--- src/rtl/core/flpu_pkg.sv ---
package flpu_pkg;

   localparam int DATA_W    = 64;
   localparam int FRAC_W    = 32;
   localparam int MAX_TERMS = 64;
   localparam int CNT_W     = 8;
   localparam int STEP_W    = 7;
   localparam int KPROD_W   = 40;

   localparam logic [DATA_W-1:0] ONE_Q   = 64'h0000_0001_0000_0000;
   localparam logic [DATA_W-1:0] LN2_Q   = 64'h0000_0000_B172_17F8;
   localparam logic [DATA_W-1:0] MAX_POS = 64'h7FFF_FFFF_FFFF_FFFF;
   localparam logic [DATA_W-1:0] MIN_NEG = 64'h8000_0000_0000_0000;

   localparam logic [1:0] CMD_LN  = 2'd0;
   localparam logic [1:0] CMD_EXP = 2'd1;
   localparam logic [1:0] CMD_POW = 2'd2;

   localparam logic [1:0] STS_OK     = 2'd0;
   localparam logic [1:0] STS_DOMAIN = 2'd1;
   localparam logic [1:0] STS_OVFL   = 2'd2;
   localparam logic [1:0] STS_UNFL   = 2'd3;

   typedef enum logic [4:0] {
      ST_IDLE,
      ST_NORM,
      ST_TDIV_WT,
      ST_SQ_WT,
      ST_LN_CHK,
      ST_LN_DWT,
      ST_LN_MWT,
      ST_LN_KMUL,
      ST_LN_SUM,
      ST_POW_WT,
      ST_EX_GO,
      ST_EX_KWT,
      ST_EX_KMUL,
      ST_EX_R,
      ST_EX_CHK,
      ST_EX_MWT,
      ST_EX_DWT,
      ST_EX_SHIFT,
      ST_DONE
   } state_type;

   typedef struct packed {
      logic              start;
      logic [STEP_W-1:0] steps;
   } div_req_type;

endpackage

--- src/rtl/core/fixed_point_log_exp_pow_unit.sv ---
// Fixed-point ln / exp / pow, Q31.32, one item at a time.
// ln: normalise, divide for t, square it, then a divide and a multiply per series
// term; exp: divide by ln2 for k, then a multiply and a divide per term, then shift;
// pow is ln, a multiply by b, then exp. A new item waits for the last to finish: the
// shared bit-serial multiplier and divider carry every step of both series.
// Reset (synchronous, active high) idles the sequencer and drops any result.
module fixed_point_log_exp_pow_unit (
   input  logic        clock,
   input  logic        reset,
   input  logic        req_valid,
   output logic        req_stall,
   input  logic [1:0]  req_command,
   input  logic [63:0] req_operand_a,
   input  logic [63:0] req_operand_b,
   output logic        rsp_valid,
   input  logic        rsp_stall,
   output logic [63:0] rsp_value,
   output logic [1:0]  rsp_status
);
   flpu_pkg::state_type state_ff, state_in;

   logic [1:0]  cmd_ff;
   logic [63:0] opb_ff;
   logic [63:0] norm_ff;    // base shifted until its top bit is set
   logic [6:0]  shifts_ff;
   logic signed [6:0] k_ff; // power-of-two scale for ln and exp
   logic [63:0] term_ff;
   logic [63:0] y_ff;       // t squared
   logic [63:0] sum_ff;
   logic [63:0] r_ff;       // exp reduced argument
   logic [63:0] arg_ff;     // exp argument
   logic [flpu_pkg::CNT_W-1:0] cnt_ff;
   logic [flpu_pkg::CNT_W-1:0] d_ff;   // odd divisor of the ln series
   logic signed [flpu_pkg::KPROD_W-1:0] kprod_ff;
   logic [6:0]  sh_ff;
   logic [63:0] res_val_ff;
   logic [1:0]  res_sts_ff;
   logic        rsp_valid_ff;
   logic [63:0] rsp_value_ff;
   logic [1:0]  rsp_status_ff;

   logic        mul_start;
   logic [63:0] mul_a, mul_b;
   logic        mul_done;
   logic [63:0] mul_res;
   flpu_pkg::div_req_type div_req;
   logic [63:0] div_rem, div_dvd, div_den;
   logic        div_done;
   logic [63:0] div_quo;

   logic        accept;
   logic        series_end;
   logic [63:0] ln_v;
   logic [63:0] arg_mag;
   logic [6:0]  kmag;
   logic        out_free;

   flpu_mulq u_mulq (
      .clock  (clock),
      .reset  (reset),
      .start  (mul_start),
      .op_a   (mul_a),
      .op_b   (mul_b),
      .done   (mul_done),
      .result (mul_res)
   );

   flpu_div u_div (
      .clock    (clock),
      .reset    (reset),
      .req      (div_req),
      .rem_init (div_rem),
      .dividend (div_dvd),
      .divisor  (div_den),
      .done     (div_done),
      .quotient (div_quo)
   );

   assign req_stall  = (state_ff != flpu_pkg::ST_IDLE);
   assign accept     = req_valid && !req_stall;
   assign series_end = (term_ff == 64'd0) || (cnt_ff > flpu_pkg::CNT_W'(flpu_pkg::MAX_TERMS));
   assign ln_v       = {sum_ff[62:0], 1'b0} + 64'(kprod_ff);
   assign arg_mag    = arg_ff[63] ? 64'd0 - arg_ff : arg_ff;
   assign kmag       = k_ff[6] ? 7'(-k_ff) : 7'(k_ff);
   assign out_free   = !rsp_valid_ff || !rsp_stall;

   // Next state
   always_comb begin
      state_in = state_ff;
      unique case (state_ff)
         flpu_pkg::ST_IDLE: begin
            if (accept) begin
               if (req_command == flpu_pkg::CMD_EXP) begin
                  state_in = flpu_pkg::ST_EX_GO;
               end else if ((req_command == flpu_pkg::CMD_LN ||
                             req_command == flpu_pkg::CMD_POW) &&
                            !req_operand_a[63] && req_operand_a != 64'd0) begin
                  state_in = flpu_pkg::ST_NORM;
               end else begin
                  state_in = flpu_pkg::ST_DONE;
               end
            end
         end
         flpu_pkg::ST_NORM:    if (norm_ff[63]) state_in = flpu_pkg::ST_TDIV_WT;
         flpu_pkg::ST_TDIV_WT: if (div_done) state_in = flpu_pkg::ST_SQ_WT;
         flpu_pkg::ST_SQ_WT:   if (mul_done) state_in = flpu_pkg::ST_LN_CHK;
         flpu_pkg::ST_LN_CHK: begin
            state_in = series_end ? flpu_pkg::ST_LN_KMUL : flpu_pkg::ST_LN_DWT;
         end
         flpu_pkg::ST_LN_DWT:  if (div_done) state_in = flpu_pkg::ST_LN_MWT;
         flpu_pkg::ST_LN_MWT:  if (mul_done) state_in = flpu_pkg::ST_LN_CHK;
         flpu_pkg::ST_LN_KMUL: state_in = flpu_pkg::ST_LN_SUM;
         flpu_pkg::ST_LN_SUM: begin
            state_in = (cmd_ff == flpu_pkg::CMD_POW) ? flpu_pkg::ST_POW_WT
                                                     : flpu_pkg::ST_DONE;
         end
         flpu_pkg::ST_POW_WT:  if (mul_done) state_in = flpu_pkg::ST_EX_GO;
         flpu_pkg::ST_EX_GO:   state_in = flpu_pkg::ST_EX_KWT;
         flpu_pkg::ST_EX_KWT: begin
            if (div_done) begin
               if ((!arg_ff[63] && div_quo >= 64'd63) ||
                   (arg_ff[63] && div_quo > 64'd33)) begin
                  state_in = flpu_pkg::ST_DONE;
               end else begin
                  state_in = flpu_pkg::ST_EX_KMUL;
               end
            end
         end
         flpu_pkg::ST_EX_KMUL: state_in = flpu_pkg::ST_EX_R;
         flpu_pkg::ST_EX_R:    state_in = flpu_pkg::ST_EX_CHK;
         flpu_pkg::ST_EX_CHK: begin
            state_in = series_end ? flpu_pkg::ST_EX_SHIFT : flpu_pkg::ST_EX_MWT;
         end
         flpu_pkg::ST_EX_MWT:  if (mul_done) state_in = flpu_pkg::ST_EX_DWT;
         flpu_pkg::ST_EX_DWT:  if (div_done) state_in = flpu_pkg::ST_EX_CHK;
         flpu_pkg::ST_EX_SHIFT: begin
            if (sh_ff == kmag) begin
               state_in = flpu_pkg::ST_DONE;
            end else if (!k_ff[6] && (sum_ff[63] || sum_ff[62])) begin
               state_in = flpu_pkg::ST_DONE;
            end
         end
         flpu_pkg::ST_DONE:    if (out_free) state_in = flpu_pkg::ST_IDLE;
         default:              state_in = flpu_pkg::ST_IDLE;
      endcase
   end

   // Unit requests
   always_comb begin
      mul_start     = 1'b0;
      mul_a         = term_ff;
      mul_b         = y_ff;
      div_req.start = 1'b0;
      div_req.steps = 7'd64;
      div_rem       = 64'd0;
      div_dvd       = term_ff;
      div_den       = 64'(d_ff);
      unique case (state_ff)
         flpu_pkg::ST_NORM: begin
            // t = (x-1)/(x+1) with x = norm[63:31], a fraction of 32 bits
            if (norm_ff[63]) begin
               div_req.start = 1'b1;
               div_req.steps = 7'(flpu_pkg::FRAC_W);
               div_rem       = {32'd0, norm_ff[62:31]};
               div_dvd       = 64'd0;
               div_den       = {30'd0, 2'b10, norm_ff[62:31]};
            end
         end
         flpu_pkg::ST_TDIV_WT: begin
            if (div_done) begin
               mul_start = 1'b1;
               mul_a     = div_quo;
               mul_b     = div_quo;
            end
         end
         flpu_pkg::ST_LN_CHK: begin
            if (!series_end) div_req.start = 1'b1;
         end
         flpu_pkg::ST_LN_DWT: begin
            if (div_done) mul_start = 1'b1;
         end
         flpu_pkg::ST_LN_SUM: begin
            if (cmd_ff == flpu_pkg::CMD_POW) begin
               mul_start = 1'b1;
               mul_a     = ln_v;
               mul_b     = opb_ff;
            end
         end
         flpu_pkg::ST_EX_GO: begin
            div_req.start = 1'b1;
            div_dvd       = arg_mag;
            div_den       = flpu_pkg::LN2_Q;
         end
         flpu_pkg::ST_EX_CHK: begin
            if (!series_end) begin
               mul_start = 1'b1;
               mul_b     = r_ff;
            end
         end
         flpu_pkg::ST_EX_MWT: begin
            if (mul_done) begin
               div_req.start = 1'b1;
               div_dvd       = mul_res;
               div_den       = 64'(cnt_ff + 1'b1);
            end
         end
         default: ;
      endcase
   end

   // Datapath
   always_ff @(posedge clock) begin
      if (reset) begin
         state_ff     <= flpu_pkg::ST_IDLE;
         rsp_valid_ff <= 1'b0;
      end else begin
         state_ff <= state_in;
         // raise valid on a new result, drop it once the transfer is done
         if (state_ff == flpu_pkg::ST_DONE && out_free) begin
            rsp_valid_ff <= 1'b1;
         end else if (rsp_valid_ff && !rsp_stall) begin
            rsp_valid_ff <= 1'b0;
         end
         unique case (state_ff)
            flpu_pkg::ST_IDLE: begin
               if (accept) begin
                  cmd_ff     <= req_command;
                  opb_ff     <= req_operand_b;
                  arg_ff     <= req_operand_a;
                  norm_ff    <= req_operand_a;
                  shifts_ff  <= 7'd0;
                  res_val_ff <= 64'd0;
                  res_sts_ff <= flpu_pkg::STS_DOMAIN;
               end
            end
            flpu_pkg::ST_NORM: begin
               if (norm_ff[63]) begin
                  k_ff <= 7'sd31 - $signed(shifts_ff);
               end else begin
                  norm_ff   <= {norm_ff[62:0], 1'b0};
                  shifts_ff <= shifts_ff + 7'd1;
               end
            end
            flpu_pkg::ST_TDIV_WT: if (div_done) term_ff <= div_quo;
            flpu_pkg::ST_SQ_WT: begin
               if (mul_done) begin
                  y_ff   <= mul_res;
                  sum_ff <= 64'd0;
                  cnt_ff <= flpu_pkg::CNT_W'(1);
                  d_ff   <= flpu_pkg::CNT_W'(1);
               end
            end
            flpu_pkg::ST_LN_DWT: if (div_done) sum_ff <= sum_ff + div_quo;
            flpu_pkg::ST_LN_MWT: begin
               if (mul_done) begin
                  term_ff <= mul_res;
                  cnt_ff  <= cnt_ff + 1'b1;
                  d_ff    <= d_ff + flpu_pkg::CNT_W'(2);
               end
            end
            flpu_pkg::ST_LN_KMUL, flpu_pkg::ST_EX_KMUL: begin
               // widen both factors first so k * ln2 keeps all its bits
               kprod_ff <= flpu_pkg::KPROD_W'(k_ff) *
                           flpu_pkg::KPROD_W'($signed({1'b0, flpu_pkg::LN2_Q[31:0]}));
            end
            flpu_pkg::ST_LN_SUM: begin
               res_val_ff <= ln_v;
               res_sts_ff <= flpu_pkg::STS_OK;
            end
            flpu_pkg::ST_POW_WT: if (mul_done) arg_ff <= mul_res;
            flpu_pkg::ST_EX_KWT: begin
               if (div_done) begin
                  // k = -q-1 below zero, q otherwise
                  k_ff <= arg_ff[63] ? $signed(~div_quo[6:0]) : $signed(div_quo[6:0]);
                  if (!arg_ff[63]) begin
                     res_val_ff <= flpu_pkg::MAX_POS;
                     res_sts_ff <= flpu_pkg::STS_OVFL;
                  end else begin
                     res_val_ff <= 64'd0;
                     res_sts_ff <= flpu_pkg::STS_UNFL;
                  end
               end
            end
            flpu_pkg::ST_EX_R: begin
               r_ff    <= arg_ff - 64'(kprod_ff);
               term_ff <= arg_ff - 64'(kprod_ff);
               sum_ff  <= flpu_pkg::ONE_Q;
               cnt_ff  <= flpu_pkg::CNT_W'(1);
            end
            flpu_pkg::ST_EX_CHK: begin
               sh_ff <= 7'd0;
               if (!series_end) sum_ff <= sum_ff + term_ff;
            end
            flpu_pkg::ST_EX_DWT: begin
               if (div_done) begin
                  term_ff <= div_quo;
                  cnt_ff  <= cnt_ff + 1'b1;
               end
            end
            flpu_pkg::ST_EX_SHIFT: begin
               if (sh_ff == kmag) begin
                  res_val_ff <= sum_ff;
                  res_sts_ff <= (sum_ff == 64'd0) ? flpu_pkg::STS_UNFL : flpu_pkg::STS_OK;
               end else if (!k_ff[6] && (sum_ff[63] || sum_ff[62])) begin
                  res_val_ff <= flpu_pkg::MAX_POS;
                  res_sts_ff <= flpu_pkg::STS_OVFL;
               end else begin
                  // advance one bit toward the final scale
                  sum_ff <= k_ff[6] ? {1'b0, sum_ff[63:1]} : {sum_ff[62:0], 1'b0};
                  sh_ff  <= sh_ff + 7'd1;
               end
            end
            flpu_pkg::ST_DONE: begin
               if (out_free) begin
                  rsp_value_ff  <= res_val_ff;
                  rsp_status_ff <= res_sts_ff;
               end
            end
            default: ;
         endcase
      end
   end

   assign rsp_valid  = rsp_valid_ff;
   assign rsp_value  = rsp_value_ff;
   assign rsp_status = rsp_status_ff;

   a_one_unit_start: assert property (@(posedge clock) disable iff (reset)
      !(mul_start && div_req.start))
      else $error("multiplier and divider started together");

   a_k_range: assert property (@(posedge clock) disable iff (reset)
      (state_ff == flpu_pkg::ST_EX_SHIFT) |-> (k_ff >= -7'sd34 && k_ff <= 7'sd62))
      else $error("exp scale out of range");

   a_reset_clears: assert property (@(posedge clock) reset |=> !rsp_valid_ff)
      else $error("result valid after reset");

   a_no_overwrite: assert property (@(posedge clock) disable iff (reset)
      (rsp_valid_ff && rsp_stall) |=> (rsp_valid_ff && $stable(rsp_value_ff)))
      else $error("pending result lost");
endmodule

--- src/rtl/core/flpu_mulq.sv ---
// Bit-serial signed fixed-point multiply: truncate toward zero, saturate.
module flpu_mulq (
   input  logic        clock,
   input  logic        reset,
   input  logic        start,
   input  logic [63:0] op_a,
   input  logic [63:0] op_b,
   output logic        done,
   output logic [63:0] result
);
   logic [63:0] mcand_ff;
   logic [63:0] mpl_ff;
   logic [63:0] acc_ff;
   logic [5:0]  cnt_ff;
   logic        busy_ff;
   logic        fin_ff;
   logic        done_ff;
   logic        neg_ff;
   logic [63:0] res_ff;
   logic [64:0] sum;
   logic [63:0] rlo;
   logic [31:0] rhi;
   logic [63:0] lim;
   logic        sat;

   assign sum = {1'b0, acc_ff} + (mpl_ff[0] ? {1'b0, mcand_ff} : 65'd0);
   assign rlo = {acc_ff[31:0], mpl_ff[63:32]};
   assign rhi = acc_ff[63:32];
   assign lim = neg_ff ? flpu_pkg::MIN_NEG : flpu_pkg::MAX_POS;
   assign sat = (rhi != 32'd0) || (rlo > lim);

   always_ff @(posedge clock) begin
      if (reset) begin
         busy_ff <= 1'b0;
         fin_ff  <= 1'b0;
         done_ff <= 1'b0;
      end else begin
         done_ff <= 1'b0;
         if (start) begin
            mcand_ff <= op_a[63] ? 64'd0 - op_a : op_a;
            mpl_ff   <= op_b[63] ? 64'd0 - op_b : op_b;
            acc_ff   <= 64'd0;
            cnt_ff   <= 6'd0;
            neg_ff   <= op_a[63] ^ op_b[63];
            busy_ff  <= 1'b1;
         end else if (busy_ff) begin
            // shift one multiplier bit out, one product bit in
            acc_ff <= sum[64:1];
            mpl_ff <= {sum[0], mpl_ff[63:1]};
            cnt_ff <= cnt_ff + 6'd1;
            if (cnt_ff == 6'd63) begin
               busy_ff <= 1'b0;
               fin_ff  <= 1'b1;
            end
         end else if (fin_ff) begin
            fin_ff  <= 1'b0;
            done_ff <= 1'b1;
            if (sat) begin
               res_ff <= neg_ff ? flpu_pkg::MIN_NEG : flpu_pkg::MAX_POS;
            end else begin
               res_ff <= neg_ff ? 64'd0 - rlo : rlo;
            end
         end
      end
   end

   assign done   = done_ff;
   assign result = res_ff;
endmodule

--- src/rtl/core/flpu_div.sv ---
// Restoring divider, one quotient bit per cycle.
module flpu_div (
   input  logic                 clock,
   input  logic                 reset,
   input  flpu_pkg::div_req_type req,
   input  logic [63:0]          rem_init,
   input  logic [63:0]          dividend,
   input  logic [63:0]          divisor,
   output logic                 done,
   output logic [63:0]          quotient
);
   logic [63:0] rem_ff;
   logic [63:0] quo_ff;
   logic [63:0] den_ff;
   logic [flpu_pkg::STEP_W-1:0] cnt_ff;
   logic [flpu_pkg::STEP_W-1:0] steps_ff;
   logic        busy_ff;
   logic        done_ff;
   logic [64:0] sh;
   logic        fit;

   assign sh  = {rem_ff, quo_ff[63]};
   assign fit = sh >= {1'b0, den_ff};

   always_ff @(posedge clock) begin
      if (reset) begin
         busy_ff <= 1'b0;
         done_ff <= 1'b0;
      end else begin
         done_ff <= 1'b0;
         if (req.start) begin
            rem_ff   <= rem_init;
            quo_ff   <= dividend;
            den_ff   <= divisor;
            steps_ff <= req.steps;
            cnt_ff   <= '0;
            busy_ff  <= 1'b1;
         end else if (busy_ff) begin
            rem_ff <= fit ? 64'(sh - {1'b0, den_ff}) : sh[63:0];
            quo_ff <= {quo_ff[62:0], fit};
            cnt_ff <= cnt_ff + 1'b1;
            if (cnt_ff + 1'b1 == steps_ff) begin
               busy_ff <= 1'b0;
               done_ff <= 1'b1;
            end
         end
      end
   end

   assign done     = done_ff;
   assign quotient = quo_ff;
endmodule

--- config.mk ---
export PLATFORM = sky130hd
export DESIGN_NAME = fixed_point_log_exp_pow_unit
export DESIGN_NICKNAME = d
export VERILOG_FILES = /design/src/rtl/core/flpu_pkg.sv /design/src/rtl/core/fixed_point_log_exp_pow_unit.sv /design/src/rtl/core/flpu_mulq.sv /design/src/rtl/core/flpu_div.sv
export SDC_FILE = /design/constraint.sdc
export NUM_CORES = 2
export LEC_CHECK = 0
export ABC_AREA = 1
export BUFFER_PORTS_ARGS = -buffer_cell sky130_fd_sc_hd__buf_2
export CORE_MARGIN = 2
export CORE_UTILIZATION = 32
export DETAILED_ROUTE_END_ITERATION = 10
export PLACE_DENSITY = 0.51
export SLEW_MARGIN = 20
export SYNTH_ARGS = -nofsm -noshare
export SYNTH_HDL_FRONTEND = slang
export SYNTH_HIERARCHICAL = 1
export SYNTH_SLANG_ARGS = --single-unit
--- constraint.sdc ---
create_clock -name clock -period 10.98 [get_ports clock]
set_input_delay 0 -clock clock [delete_from_list [all_inputs] [get_ports clock]]
set_output_delay 0 -clock clock [all_outputs]
set_load 0.005 [all_outputs]
==> summary.md <==
| Metric | Value |
|---|---|
| RSZ-0062 raised after global routing | `no` |
| Core Area | `slightly below 300000 um2` |
| Vias | `94.1k` |
| Wire per inst | `~26 um` |
| Cell Chain, Critical Path | `nand2_1 -> nor2_4 -> buf_4 -> inv_2 -> nand3_1 -> nand2_2 -> buf_4 -> inv_2 -> nand2_1 -> o21ai_4 -> buf_4 -> inv_4 -> a21oi_4 -> buf_4` |
| P_leak | `~0.047 uW` |
| Critical path buffer and inverter count | `7` |
| FFs w/ async S/R, synth | `0%` |
| CP Launch Point | `state_ff[0]$_SDFFE_PP0P_` |
| Slew headroom | `13.5%` |
| Clock Sinks | `1135` |
| Maxcap violations | `0` |
| P per Cell Area | `226 nW/um2` |
| Crit-path most repeated cell | `buf_4` |
| Cell taking the most area after synthesis | `edfxtp_1` |
| Area contributors post-synth | `edfxtp_1, nand2_1, inv_1, ha_1, nor2_1` |
| DR DRC count | `0` |
| CTS root buffer | `clkbuf_16` |
| CTS Buf Count | `154` |
| Estimated wirelength of the detail-placed design | `between 300000 and 400000 um` |
| Fmax | `152 MHz` |
| Synth cell types | `71` |
| Fin. Hold Viols | `0` |
| Share of layout cells above drive strength 1 | `5.83%` |
| Setup Viol. Count Final | `0` |
| RD Place Congestion | `1.05` |
| Crit path required time | `11430 ps` |
| Final worst path period share | `60.0%` |
| VDD IR max | `0.139 mV` |
| Post-synth EDFFs | `1124` |
| Synthesis Warnings | `6` |
| GRT Util Overall | `30.6%` |
| Smallest hold slack | `around 53 ps` |
| Crit-path slowest cell | `buf_4` |
| CTS H-tree lvls | `4` |
| Crit Path Max Fanout | `between 60 and 70` |
| Cells after synthesis | `13.3k` |
| Number of nets in the layout | `14.4k` |
| Final ANT Viol Nets | `0` |
| Hold Path Class | `in -> reg` |
| Min Tclk post-route | `6590 ps` |
| Startpoint Class | `register` |
| Post-Syn Area | `around 93000 um2` |
| Worst skew pair latency | `910 ps` |
| Status | `finished, final reports clean` |
| Dominant synthesized flop cell | `edfxtp_1` |
| # rows | `197` |
| Die height | `543 um` |
| Die footprint | `295000 um2` |
| WL final | `between 400000 and 500000 um` |
| Sequential area share after synthesis | `36.5%` |
| R2R Setup Slk | `4390 ps` |
| Slew Viols, Final | `0` |
| Worst R2R End | `u_div/rem_ff[34]$_DFFE_PP_` |
| Grt total ovfl | `0` |
| First-pass iteration count of the detailed router | `6` |
| Initial antenna violation count | `26` |
| CTS-repair resized insts | `0` |
| Yosys reg bits | `1135` |
| First DRT Iteration DRCs | `about 12k` |
| Data arrival, critical path | `7040 ps` |
| Worst hold endpoint | `cmd_ff[1]$_DFFE_PP_` |
| Top cell type's share of synthesized area | `36.3%` |
| Critical Path Max Stage Delay | `720 ps` |
| Largest net degree at the start of global routing | `115` |
| R2r worst-path depth | `14` |
| Hold Crit Depth | `2` |
| Setup TNS Final | `0 ps` |
| Worst-path clk slew | `60 ps` |
| CTS tree | `built` |
| Crit end category | `register` |
| Min-delay src | `req_command[1]` |
| Delay-heaviest family, CP | `buffers and inverters` |
| Slew @ Worst Pin | `1290 ps` |
| R2R Path Start | `state_ff[0]$_SDFFE_PP0P_` |
| CP Class | `reg -> reg` |
| Commonest non-fill, non-tap cells in the layout | `nand2_1, inv_1, nor2_1, edfxtp_1, nand3_1` |
| Vias per cell | `5.31` |
| Clk_skew | `roughly 97 ps` |
| Mapped Avg Cell Area | `6.97 um2` |
| Clk buf depth | `4` |
| Initial Util | `32.2%` |
| Ports | `202` |
| IO Port Bufs | `~200` |
| Vias in the first global route | `between 80k and 90k` |
| Most common cell after layout, fill and taps aside | `nand2_1` |
| Area added between synthesis and finish | `13.6%` |
| First-pass GRT wire length | `648000 um` |
| Die X | `543 um` |
[report_power, final]
part           internal, uW  total (uW)  switching (uW)
Clock                  2930        5170            2230
Sequential             6190        6960             764
Combinational          3170       11800            8610
[stage by stage]
step | instance area (um2) | power (uW) | instances | setup slack, ps | util, %
global route | 106000 | 25100 | 17708 | 4160 | 36.6
global placement | 98500 | 18400 | 17218 | 4100 | 34.1
detailed placement | 98500 | 18400 | 17218 | 3950 | 34.1
finish | 106000 | 23900 | 17715 | 4390 | 36.6
floorplan | 93300 | 13900 | 13402 | 1700 | -
CTS | 106000 | 23700 | 17701 | 3910 | 36.6
[layout make-up]
| class | count | area (um2) |
|---|---|---|
| tap | 3880 | 4850 |
| antenna | 9 | 22.5 |
| inverter | 1988 | 7480 |
| sequential | 1135 | 34000 |
| multi-input combinational | 9919 | 50400 |
| clock inverter | 104 | 1020 |
| fill | 31499 | 183000 |
| timing repair buffer | 509 | 3920 |
| clock buffer | 171 | 3980 |
[synth_stat cells (all sizes together) (138+ instances only)]
master     n
clkbuf   206
nand3    883
nor3     138
nor2    1471
xor2     238
buf      154
nand2   4126
ha       485
a21oi    681
edfxtp  1124
inv     1983
o21ai    874
nand4    192
[worst register-to-register path, cell delays in order, from the launching register on]
cell     delay [ps]
dfxtp_1         490
nand2_1         250
nor2_4          140
buf_4           620
inv_2           470
nand3_1         230
nand2_2          60
buf_4           310
inv_2           690
nand2_1         380
o21ai_4         130
buf_4           720
inv_4           390
a21oi_4         620
buf_4           680
[cell families after synthesis]
group,Yosys count,synth area share (%)
AO/OA/AOI/OAI,1963,11.8
XOR/XNOR,312,2.94
adder cells (fa/ha/maj),522,7.32
buffers and inverters,2348,9.80
flip-flops,1135,36.5
other,1,0.00403
AND/OR/NAND/NOR,7054,31.6
[layer usage]
layer | global-route usage [%] | up-vias | part of all wire (%)
li1 | - | 44454 | -
met1 | 41.2 | 44785 | 43
met2 | 46.9 | 4108 | 43
met3 | 5.31 | 697 | 8.1
met4 | 15.6 | 14 | 5.9
met5 | 0 | - | 0.018
[worst max path at each step]
stage | to | slack, ps | cells after the start
global placement | u_div/rem_ff[32]$_DFFE_PP_ | 4100 | 14
detailed placement | u_div/rem_ff[49]$_DFFE_PP_ | 3950 | 14
CTS | u_div/rem_ff[1]$_DFFE_PP_ | 3910 | 14
finish | u_div/rem_ff[34]$_DFFE_PP_ | 4390 | 14
floorplan | u_div/busy_ff$_SDFF_PP0_ | 1700 | 16
global route | u_div/rem_ff[2]$_DFFE_PP_ | 4160 | 14
[repair_timing]
item,in CTS,in global routing
hold endpoints to repair,234,0
buffers inserted,0,0
hold buffers,208,0
Note: power is estimated with default switching activity, not from simulation.
